[src/hdl/rlf_pkg.sv]
// Package for the RGB LED two-phase fader.
// Beat payload structs, divider request/response structs and shared constants.
// No dependencies.
`default_nettype none

package rlf_pkg;

  // Channel count and channel index width
  localparam int NUM_CH = 3;
  localparam int CH_W   = 2;

  // Side and mode codes
  localparam logic [1:0] RING_SIDE = 2'd0;
  localparam logic       MODE_CMD  = 1'b0;
  localparam logic       MODE_TICK = 1'b1;

  // Serial divider: one quotient bit per step, quotient fits in a level
  localparam int DIV_STEPS = 8;
  localparam int DIV_CNT_W = 3;

  // Input beat
  typedef struct packed {
    logic        mode;
    logic [1:0]  side;
    logic [7:0]  red_target;
    logic [7:0]  green_target;
    logic [7:0]  blue_target;
    logic [15:0] fade_ms;
    logic [31:0] now_ms;
  } in_t;

  // Output beat
  typedef struct packed {
    logic       light_write;
    logic [7:0] red_level;
    logic [7:0] green_level;
    logic [7:0] blue_level;
    logic       fading;
  } out_t;

  // Divider request: numerator is level delta times elapsed time
  typedef struct packed {
    logic        start;
    logic [23:0] numer;
    logic [15:0] denom;
  } div_req_t;

  // Divider response
  typedef struct packed {
    logic       done;
    logic [7:0] quot;
    logic       rem_nz;
  } div_res_t;

endpackage

`default_nettype wire

[src/hdl/rlf_divider.sv]
// Restoring serial divider, one quotient bit per cycle.
// Needs numer < 256 * denom so the quotient fits in 8 bits. Uses rlf_pkg.
`default_nettype none

module rlf_divider
  import rlf_pkg::*;
(
  input  wire logic     clk,
  input  wire logic     rst_n,
  input  wire div_req_t req,
  output div_res_t      res
);

  logic                 busy_r, busy_nxt;
  logic                 done_r, done_nxt;
  logic [DIV_CNT_W-1:0] cnt_r, cnt_nxt;
  logic [15:0]          rem_r, rem_nxt;
  logic [15:0]          den_r, den_nxt;
  logic [7:0]           num_r, num_nxt;
  logic [7:0]           quot_r, quot_nxt;

  logic [16:0] trial;
  logic        ge;

  // One trial subtract per step
  assign trial = {rem_r, num_r[7]};
  assign ge    = trial >= {1'b0, den_r};

  always_comb begin
    busy_nxt = busy_r;
    done_nxt = 1'b0;
    cnt_nxt  = cnt_r;
    rem_nxt  = rem_r;
    den_nxt  = den_r;
    num_nxt  = num_r;
    quot_nxt = quot_r;
    if (req.start) begin
      // upper part is already below the divisor
      busy_nxt = 1'b1;
      cnt_nxt  = '0;
      rem_nxt  = req.numer[23:8];
      num_nxt  = req.numer[7:0];
      den_nxt  = req.denom;
      quot_nxt = '0;
    end else if (busy_r) begin
      rem_nxt  = ge ? 16'(trial - {1'b0, den_r}) : trial[15:0];
      num_nxt  = {num_r[6:0], 1'b0};
      quot_nxt = {quot_r[6:0], ge};
      cnt_nxt  = cnt_r + 1'b1;
      if (cnt_r == DIV_CNT_W'(DIV_STEPS - 1)) begin
        busy_nxt = 1'b0;
        done_nxt = 1'b1;
      end
    end
  end

  always_ff @(posedge clk) begin
    if (!rst_n) begin
      busy_r <= 1'b0;
      done_r <= 1'b0;
      cnt_r  <= '0;
    end else begin
      busy_r <= busy_nxt;
      done_r <= done_nxt;
      cnt_r  <= cnt_nxt;
    end
    rem_r  <= rem_nxt;
    den_r  <= den_nxt;
    num_r  <= num_nxt;
    quot_r <= quot_nxt;
  end

  assign res.done   = done_r;
  assign res.quot   = quot_r;
  assign res.rem_nz = |rem_r;

endmodule

`default_nettype wire

[src/hdl/rgb_led_two_phase_fader_core.sv]
// Path: a beat is captured in S_IDLE, evaluated in S_EVAL and loaded into the
// output register from S_EMIT once the output is free; an interpolating tick
// also visits S_CH per channel and S_DIV per moving channel (8-step divider).
// Throughput: one item at a time; the next beat is taken once the result is
// in the output register. Synchronous active-low reset clears levels and state.
`default_nettype none

module rgb_led_two_phase_fader_core
  import rlf_pkg::*;
(
  input  wire logic clk,
  input  wire logic rst_n,
  input  wire logic in_valid,
  output logic      in_stall,
  input  wire in_t  in_data,
  output logic      out_valid,
  input  wire logic out_stall,
  output out_t      out_data
);

  // Sequencer states
  localparam logic [2:0] S_IDLE = 3'd0;
  localparam logic [2:0] S_EVAL = 3'd1;
  localparam logic [2:0] S_CH   = 3'd2;
  localparam logic [2:0] S_DIV  = 3'd3;
  localparam logic [2:0] S_EMIT = 3'd4;

  logic [2:0]      state_r;
  logic [CH_W-1:0] ch_r;
  in_t             item_r;
  logic            write_r;
  logic [15:0]     elapsed_r;

  logic [7:0]  lvl_now_r  [NUM_CH];
  logic [7:0]  lvl_from_r [NUM_CH];
  logic [7:0]  lvl_goal_r [NUM_CH];
  logic [31:0] phase_start_r;
  logic [15:0] phase_len_r;
  logic        split_r;
  logic        second_r;
  logic        active_r;

  logic out_valid_r;
  out_t out_r;

  div_req_t div_req;
  div_res_t div_res;

  // Command targets as an array
  logic [7:0] tgt [NUM_CH];
  assign tgt[0] = item_r.red_target;
  assign tgt[1] = item_r.green_target;
  assign tgt[2] = item_r.blue_target;

  // Direction check across channels for a new command
  logic up, down;
  always_comb begin
    up   = 1'b0;
    down = 1'b0;
    for (int i = 0; i < NUM_CH; i++) begin
      if (tgt[i] > lvl_now_r[i]) up = 1'b1;
      if (tgt[i] < lvl_now_r[i]) down = 1'b1;
    end
  end

  // Elapsed time for a tick
  logic [31:0] elapsed;
  logic        in_phase;
  assign elapsed  = item_r.now_ms - phase_start_r;
  assign in_phase = elapsed < {16'd0, phase_len_r};

  // Per-channel interpolation operands
  logic [7:0]  cur_from, cur_goal, cur_delta;
  logic        cur_rise, cur_move;
  logic [23:0] product;
  always_comb begin
    cur_from  = lvl_from_r[ch_r];
    cur_goal  = lvl_goal_r[ch_r];
    cur_rise  = cur_goal >= cur_from;
    cur_delta = cur_rise ? cur_goal - cur_from : cur_from - cur_goal;
    product   = 24'(cur_delta) * 24'(elapsed_r);
    if (!split_r)      cur_move = 1'b1;
    else if (!second_r) cur_move = cur_goal > cur_from;
    else               cur_move = cur_goal < cur_from;
  end

  assign div_req.start = (state_r == S_CH) && cur_move;
  assign div_req.numer = product;
  assign div_req.denom = phase_len_r;

  rlf_divider u_div (
    .clk   (clk),
    .rst_n (rst_n),
    .req   (div_req),
    .res   (div_res)
  );

  // Step floored on the way up, ceiled on the way down
  logic [7:0] blended;
  assign blended = cur_rise ? cur_from + div_res.quot
                            : cur_from - (div_res.quot + 8'(div_res.rem_nz));

  logic emit_ok;
  assign emit_ok = !out_valid_r || !out_stall;

  // Sequencer and fade state
  always_ff @(posedge clk) begin
    if (!rst_n) begin
      state_r       <= S_IDLE;
      ch_r          <= '0;
      write_r       <= 1'b0;
      phase_start_r <= '0;
      phase_len_r   <= '0;
      split_r       <= 1'b0;
      second_r      <= 1'b0;
      active_r      <= 1'b0;
      out_valid_r   <= 1'b0;
      for (int i = 0; i < NUM_CH; i++) begin
        lvl_now_r[i]  <= '0;
        lvl_from_r[i] <= '0;
        lvl_goal_r[i] <= '0;
      end
    end else begin
      // Output valid: set on emit, dropped once the beat is taken
      if (state_r == S_EMIT && emit_ok) out_valid_r <= 1'b1;
      else if (!out_stall) out_valid_r <= 1'b0;
      unique case (state_r)
        S_IDLE: begin
          if (in_valid) state_r <= S_EVAL;
        end
        S_EVAL: begin
          if (item_r.mode == MODE_CMD) begin
            state_r <= S_EMIT;
            if (item_r.side == RING_SIDE) begin
              for (int i = 0; i < NUM_CH; i++) begin
                lvl_from_r[i] <= lvl_now_r[i];
                lvl_goal_r[i] <= tgt[i];
              end
              if (item_r.fade_ms != 16'd0) begin
                split_r       <= up && down;
                phase_start_r <= item_r.now_ms;
                phase_len_r   <= (up && down) ? item_r.fade_ms >> 1 : item_r.fade_ms;
                second_r      <= 1'b0;
                active_r      <= 1'b1;
                write_r       <= 1'b0;
              end else begin
                for (int i = 0; i < NUM_CH; i++) lvl_now_r[i] <= tgt[i];
                write_r  <= 1'b1;
                active_r <= 1'b0;
              end
            end else begin
              write_r <= 1'b0;
            end
          end else if (active_r) begin
            if (in_phase) begin
              // interpolate channel by channel
              elapsed_r <= elapsed[15:0];
              write_r   <= 1'b1;
              ch_r      <= '0;
              state_r   <= S_CH;
            end else if (split_r && !second_r) begin
              for (int i = 0; i < NUM_CH; i++) lvl_from_r[i] <= lvl_now_r[i];
              phase_start_r <= item_r.now_ms;
              second_r      <= 1'b1;
              write_r       <= 1'b0;
              state_r       <= S_EMIT;
            end else begin
              for (int i = 0; i < NUM_CH; i++) lvl_now_r[i] <= lvl_goal_r[i];
              write_r  <= 1'b1;
              active_r <= 1'b0;
              state_r  <= S_EMIT;
            end
          end else begin
            write_r <= 1'b0;
            state_r <= S_EMIT;
          end
        end
        S_CH: begin
          if (cur_move) begin
            state_r <= S_DIV;
          end else if (ch_r == CH_W'(NUM_CH - 1)) begin
            state_r <= S_EMIT;
          end else begin
            ch_r <= ch_r + 1'b1;
          end
        end
        S_DIV: begin
          if (div_res.done) begin
            lvl_now_r[ch_r] <= blended;
            if (ch_r == CH_W'(NUM_CH - 1)) begin
              state_r <= S_EMIT;
            end else begin
              ch_r    <= ch_r + 1'b1;
              state_r <= S_CH;
            end
          end
        end
        S_EMIT: begin
          if (emit_ok) begin
            state_r <= S_IDLE;
          end
        end
        default: state_r <= S_IDLE;
      endcase
    end
  end

  // Input capture and output register payload
  always_ff @(posedge clk) begin
    if (state_r == S_IDLE && in_valid) item_r <= in_data;
    if (state_r == S_EMIT && emit_ok) begin
      out_r.light_write <= write_r;
      out_r.red_level   <= lvl_now_r[0];
      out_r.green_level <= lvl_now_r[1];
      out_r.blue_level  <= lvl_now_r[2];
      out_r.fading      <= active_r;
    end
  end

  assign in_stall  = state_r != S_IDLE;
  assign out_valid = out_valid_r;
  assign out_data  = out_r;

`ifndef NO_ASSERTIONS
  // Divider finishes only while the sequencer waits for it
  a_div_done: assert property (@(posedge clk) disable iff (!rst_n)
    div_res.done |-> state_r == S_DIV)
    else $error("divider done outside wait state");

  // Channel index never passes the last channel
  a_ch_range: assert property (@(posedge clk) disable iff (!rst_n)
    ch_r != 2'd3)
    else $error("channel index out of range");

  // A finished item always lands in the output register
  a_emit: assert property (@(posedge clk) disable iff (!rst_n)
    (state_r == S_EMIT && emit_ok) |=> (out_valid_r && state_r == S_IDLE))
    else $error("result not loaded into output register");

  // Only a tick inside a phase launches the divider
  a_div_start: assert property (@(posedge clk) disable iff (!rst_n)
    div_req.start |-> (active_r && elapsed_r < phase_len_r))
    else $error("divider started outside an active phase");
`endif

endmodule

`default_nettype wire

[config.mk]
export PLATFORM = sky130hd
export DESIGN_NAME = rgb_led_two_phase_fader_core
export DESIGN_NICKNAME = d
export VERILOG_FILES = /design/src/hdl/rlf_pkg.sv /design/src/hdl/rlf_divider.sv /design/src/hdl/rgb_led_two_phase_fader_core.sv
export SDC_FILE = /design/constraint.sdc
export NUM_CORES = 1
export LEC_CHECK = 0
export ABC_AREA = 1
export BUFFER_PORTS_ARGS = -buffer_cell sky130_fd_sc_hd__buf_2
export CAP_MARGIN = 10
export CORE_MARGIN = 1
export CORE_UTILIZATION = 50
export CTS_CLUSTER_DIAMETER = 120
export CTS_CLUSTER_SIZE = 20
export DETAILED_ROUTE_END_ITERATION = 7
export GPL_ROUTABILITY_DRIVEN = 0
export PLACE_DENSITY = 0.66
export SYNTH_ARGS = -nofsm -noshare
export SYNTH_HDL_FRONTEND = slang
export SYNTH_SLANG_ARGS = --single-unit
export TNS_END_PERCENT = 1
[constraint.sdc]
create_clock -name clk -period 9.9 [get_ports clk]
set_input_delay 0 -clock clk [delete_from_list [all_inputs] [get_ports clk]]
set_output_delay 0 -clock clk [all_outputs]
set_load 0.05 [all_outputs]
==> results by group <==
Cells and area
  • Most frequent cells in the layout: 530 x inv_1, 522 x nand2_1, 270 x nor2_1, 229 x edfxtp_1, 170 x a21oi_1
  • Layout fillers: 3843
  • Nets@finish: 3077
  • Share of cells above drive strength 1: 0.0727
  • ANT cells: 0
  • Most common cell after layout, fill and taps aside: inv_1
  • P&R area growth vs syn: 11.2%

Critical path
  • CP dominant cell by count: inv_1
  • Critical Path End Type: register
  • CP max stage cell: dfxtp_1
  • Slowest Stage Delay on Critical Path: about 0.70 ns
  • R2r worst-path depth: 38
  • Critical path class: register to register
  • Startpoint types: register
  • Critical Path AT: 9.06 ns
  • Max Fanout on Critical Path: 22
  • Required @ worst endpoint: approximately 10 ns

Die
  • Core footprint: 42000 um^2
  • Die X: 209 um
  • Starting Density: 0.508
  • I/O pins: 107
  • Core Rows: 75
  • Die Height: 209 um
  • Die area: between 40000 and 50000 um^2

Placement
  • I/O Buffers: 106
  • DP HPWL: 42.7 mm

Clock network
  • Num Clock Sinks: slightly above 300
  • CTS tree: yes
  • Clock transition at the registers of the reported paths: 0.10 ns
  • Worst-skew pair later-pin latency: 0.56 ns
  • Number of CTS-inserted buffers: 19
  • CTS root buffer: clkbuf_16
  • H-tree levels: 1
  • CTS max path bufs: 3
  • Post-CTS setup buffer count: 0
  • Post-CTS Resized: 0

STA
  • Final period util: 0.883
  • Setup violators final: 0
  • Slew Limit Fails: 0
  • Fmax: around 110 MHz
  • Slew margin rel.: 0.266
  • Worst-Margin Slew: 1.10 ns
  • Hold Fails Final Rpt: 0
  • Crit path time final: 8.74 ns
  • Clk_skew: approximately 0.026 ns
  • Unrepaired setup endpoints after global routing: false
  • Setup_tns: 0 ns

GRT
  • Antenna violations before repair: 0
  • Grt total ovfl: 0
  • Number of global-route vias before repair: 17300
  • Total GRT Usage: 0.254
  • Largest net degree at the start of global routing: 69
  • First-pass GRT wire length: approximately 89 mm

Yosys
  • Avg Inst Size Synth: 8.28 um^2
  • Syn Nets: 2920
  • Asr flop ratio synth: 0
  • Post-synth EDFFs: between 200 and 250
  • Synthesis-stage register bit count: 302
  • Sequential cell area fraction in the yosys report: 0.390
  • Syn. warnings: 0
  • Unique masters post-synth: 49
  • Cells after Synth: 2582
  • Cell area after synthesis: 21400 um^2
  • Post-synth top flop: edfxtp_1

Route
  • Vias: 17600
  • Routed vias/inst: 5.34
  • Final ANT Viol Nets: 0
  • DRC viols: 0
  • Drt total wl: 55.2 mm
  • Initial drt markers: 1471
  • Drt wl/cell: 16.8 um
  • DRT Pass-1 Iters: 7

Min path
  • Hold WC Path Type: primary input to register
  • Hold path cells: 4

Run status
  • Outcome: finished, final reports clean

Job
  • Max_cap viols: 0
per-stage QoR:
step | hold WS [ns] | utilization | area [um^2] | worst slack [ns] | instances
4_1_cts | 0.00224 | 0.566 | 23800 | 1.26 | 3291
3_3_place_gp | 0.176 | 0.534 | 22400 | 1.53 | 3180
6_report | 0.0204 | 0.566 | 23800 | 1.16 | 3291
2_1_floorplan | 0.0989 | - | 21400 | 2.59 | 2582
3_5_place_dp | 0.178 | 0.534 | 22400 | 1.28 | 3180
5_1_grt | 0.0186 | 0.566 | 23800 | 0.235 | 3291
kinds of logic after synthesis:
kind of cell | Yosys count | share of synthesized area
buf+inv | 599 | 0.107
simple gates | 998 | 0.197
fa+ha+maj | 259 | 0.184
xor+xnor | 56 | 0.0229
mux | 4 | 0.00187
flops | 302 | 0.390
compound gates | 364 | 0.0966
layer usage:
layer,global-route usage,vias up,routed length (um)
li1,-,8605,-
met3,0.0301,101,3550
met5,0,-,0
met2,0.433,552,26200
met1,0.341,8304,24000
met4,0.0680,0,1500
state kept, by name, summed over array words and instances (netlist names), 2 cells and up, named ones only:
register,flops
lvl_from_r,24
u_div.quot_r,8
u_div.num_r,8
phase_start_r,32
elapsed_r,16
lvl_now_r,24
phase_len_r,16
u_div.cnt_r,3
state_r,3
u_div.rem_r,16
out_data,26
ch_r,2
lvl_goal_r,24
u_div.den_r,16
item_r,75
cell usage after synthesis (2+ instances only):
| master | instances | area, um^2 |
|---|---|---|
| nand3_2 | 21 | 210 |
| nor3_1 | 17 | 85.1 |
| o22ai_1 | 12 | 75.1 |
| clkbuf_1 | 34 | 128 |
| xnor2_1 | 15 | 131 |
| o21a_1 | 6 | 45.0 |
| ha_1 | 168 | 2100 |
| nor3_2 | 4 | 40.0 |
| buf_2 | 15 | 75.1 |
| a21oi_1 | 171 | 856 |
| inv_2 | 5 | 18.8 |
| dfxtp_1 | 73 | 1460 |
| nor3b_1 | 3 | 22.5 |
| o221ai_1 | 27 | 236 |
| and2_1 | 5 | 31.3 |
| inv_1 | 530 | 1990 |
| edfxtp_1 | 229 | 6880 |
| or2_2 | 12 | 75.1 |
| a31oi_1 | 6 | 37.5 |
| buf_6 | 3 | 33.8 |
| nand2_2 | 4 | 25.0 |
| xor2_1 | 41 | 359 |
| nand2_1 | 523 | 1960 |
| buf_1 | 7 | 26.3 |
| clkinv_1 | 3 | 11.3 |
| a21o_1 | 2 | 15.0 |
| a21boi_0 | 2 | 15.0 |
| mux2i_1 | 4 | 40.0 |
| o31ai_1 | 2 | 15.0 |
| o21ai_0 | 102 | 510 |
| a211oi_1 | 3 | 22.5 |
| fa_1 | 91 | 1820 |
| o21bai_1 | 4 | 30.0 |
| nand3b_1 | 3 | 22.5 |
| nor4_1 | 9 | 56.3 |
| nor2_1 | 272 | 1020 |
| buf_4 | 2 | 15.0 |
| nor2_2 | 6 | 37.5 |
| nand3_1 | 90 | 450 |
| nand4_1 | 27 | 169 |
| o211ai_1 | 21 | 158 |
worst max-delay path: cells and delay by family, from the launching register on:
family | cells | cell delay, ns
buffers and inverters | 11 | 1.49
AND/OR/NAND/NOR | 8 | 0.95
XOR/XNOR | 1 | 0.17
adder cells (fa/ha/maj) | 7 | 2.99
AO/OA/AOI/OAI | 11 | 2.19
flip-flops | 1 | 0.70
cell type report:
type,instances,area [um^2],share of cell area
Inverter,538,2020,0.0849
Tap cell,539,674,0.0284
Clock buffer,31,542,0.0228
Timing Repair Buffer,197,1410,0.0591
Multi-Input combinational cell,1681,10800,0.453
Sequential cell,302,8340,0.351
Clock inverter,3,26.3,0.00111
final timing paths:
kind                    from                end  slack, ns
max reg2reg         register    u_div.rem_r[13]       1.16
min reg2reg  lvl_now_r[0][3]       out_data[20]       0.45
min                    rst_n  phase_start_r[27]       0.02
max                 register    u_div.rem_r[13]       1.16
repair_timing:
action | 4_1_cts | 5_1_grt
hold endpoints to repair | 84 | 0
endpoints found under the setup margin | 0 | 0
hold buffers | 77 | 0
Power is left out: the tool's default activity adds up to more than one toggle a clock period on the data nets, which glitch-free logic cannot reach.
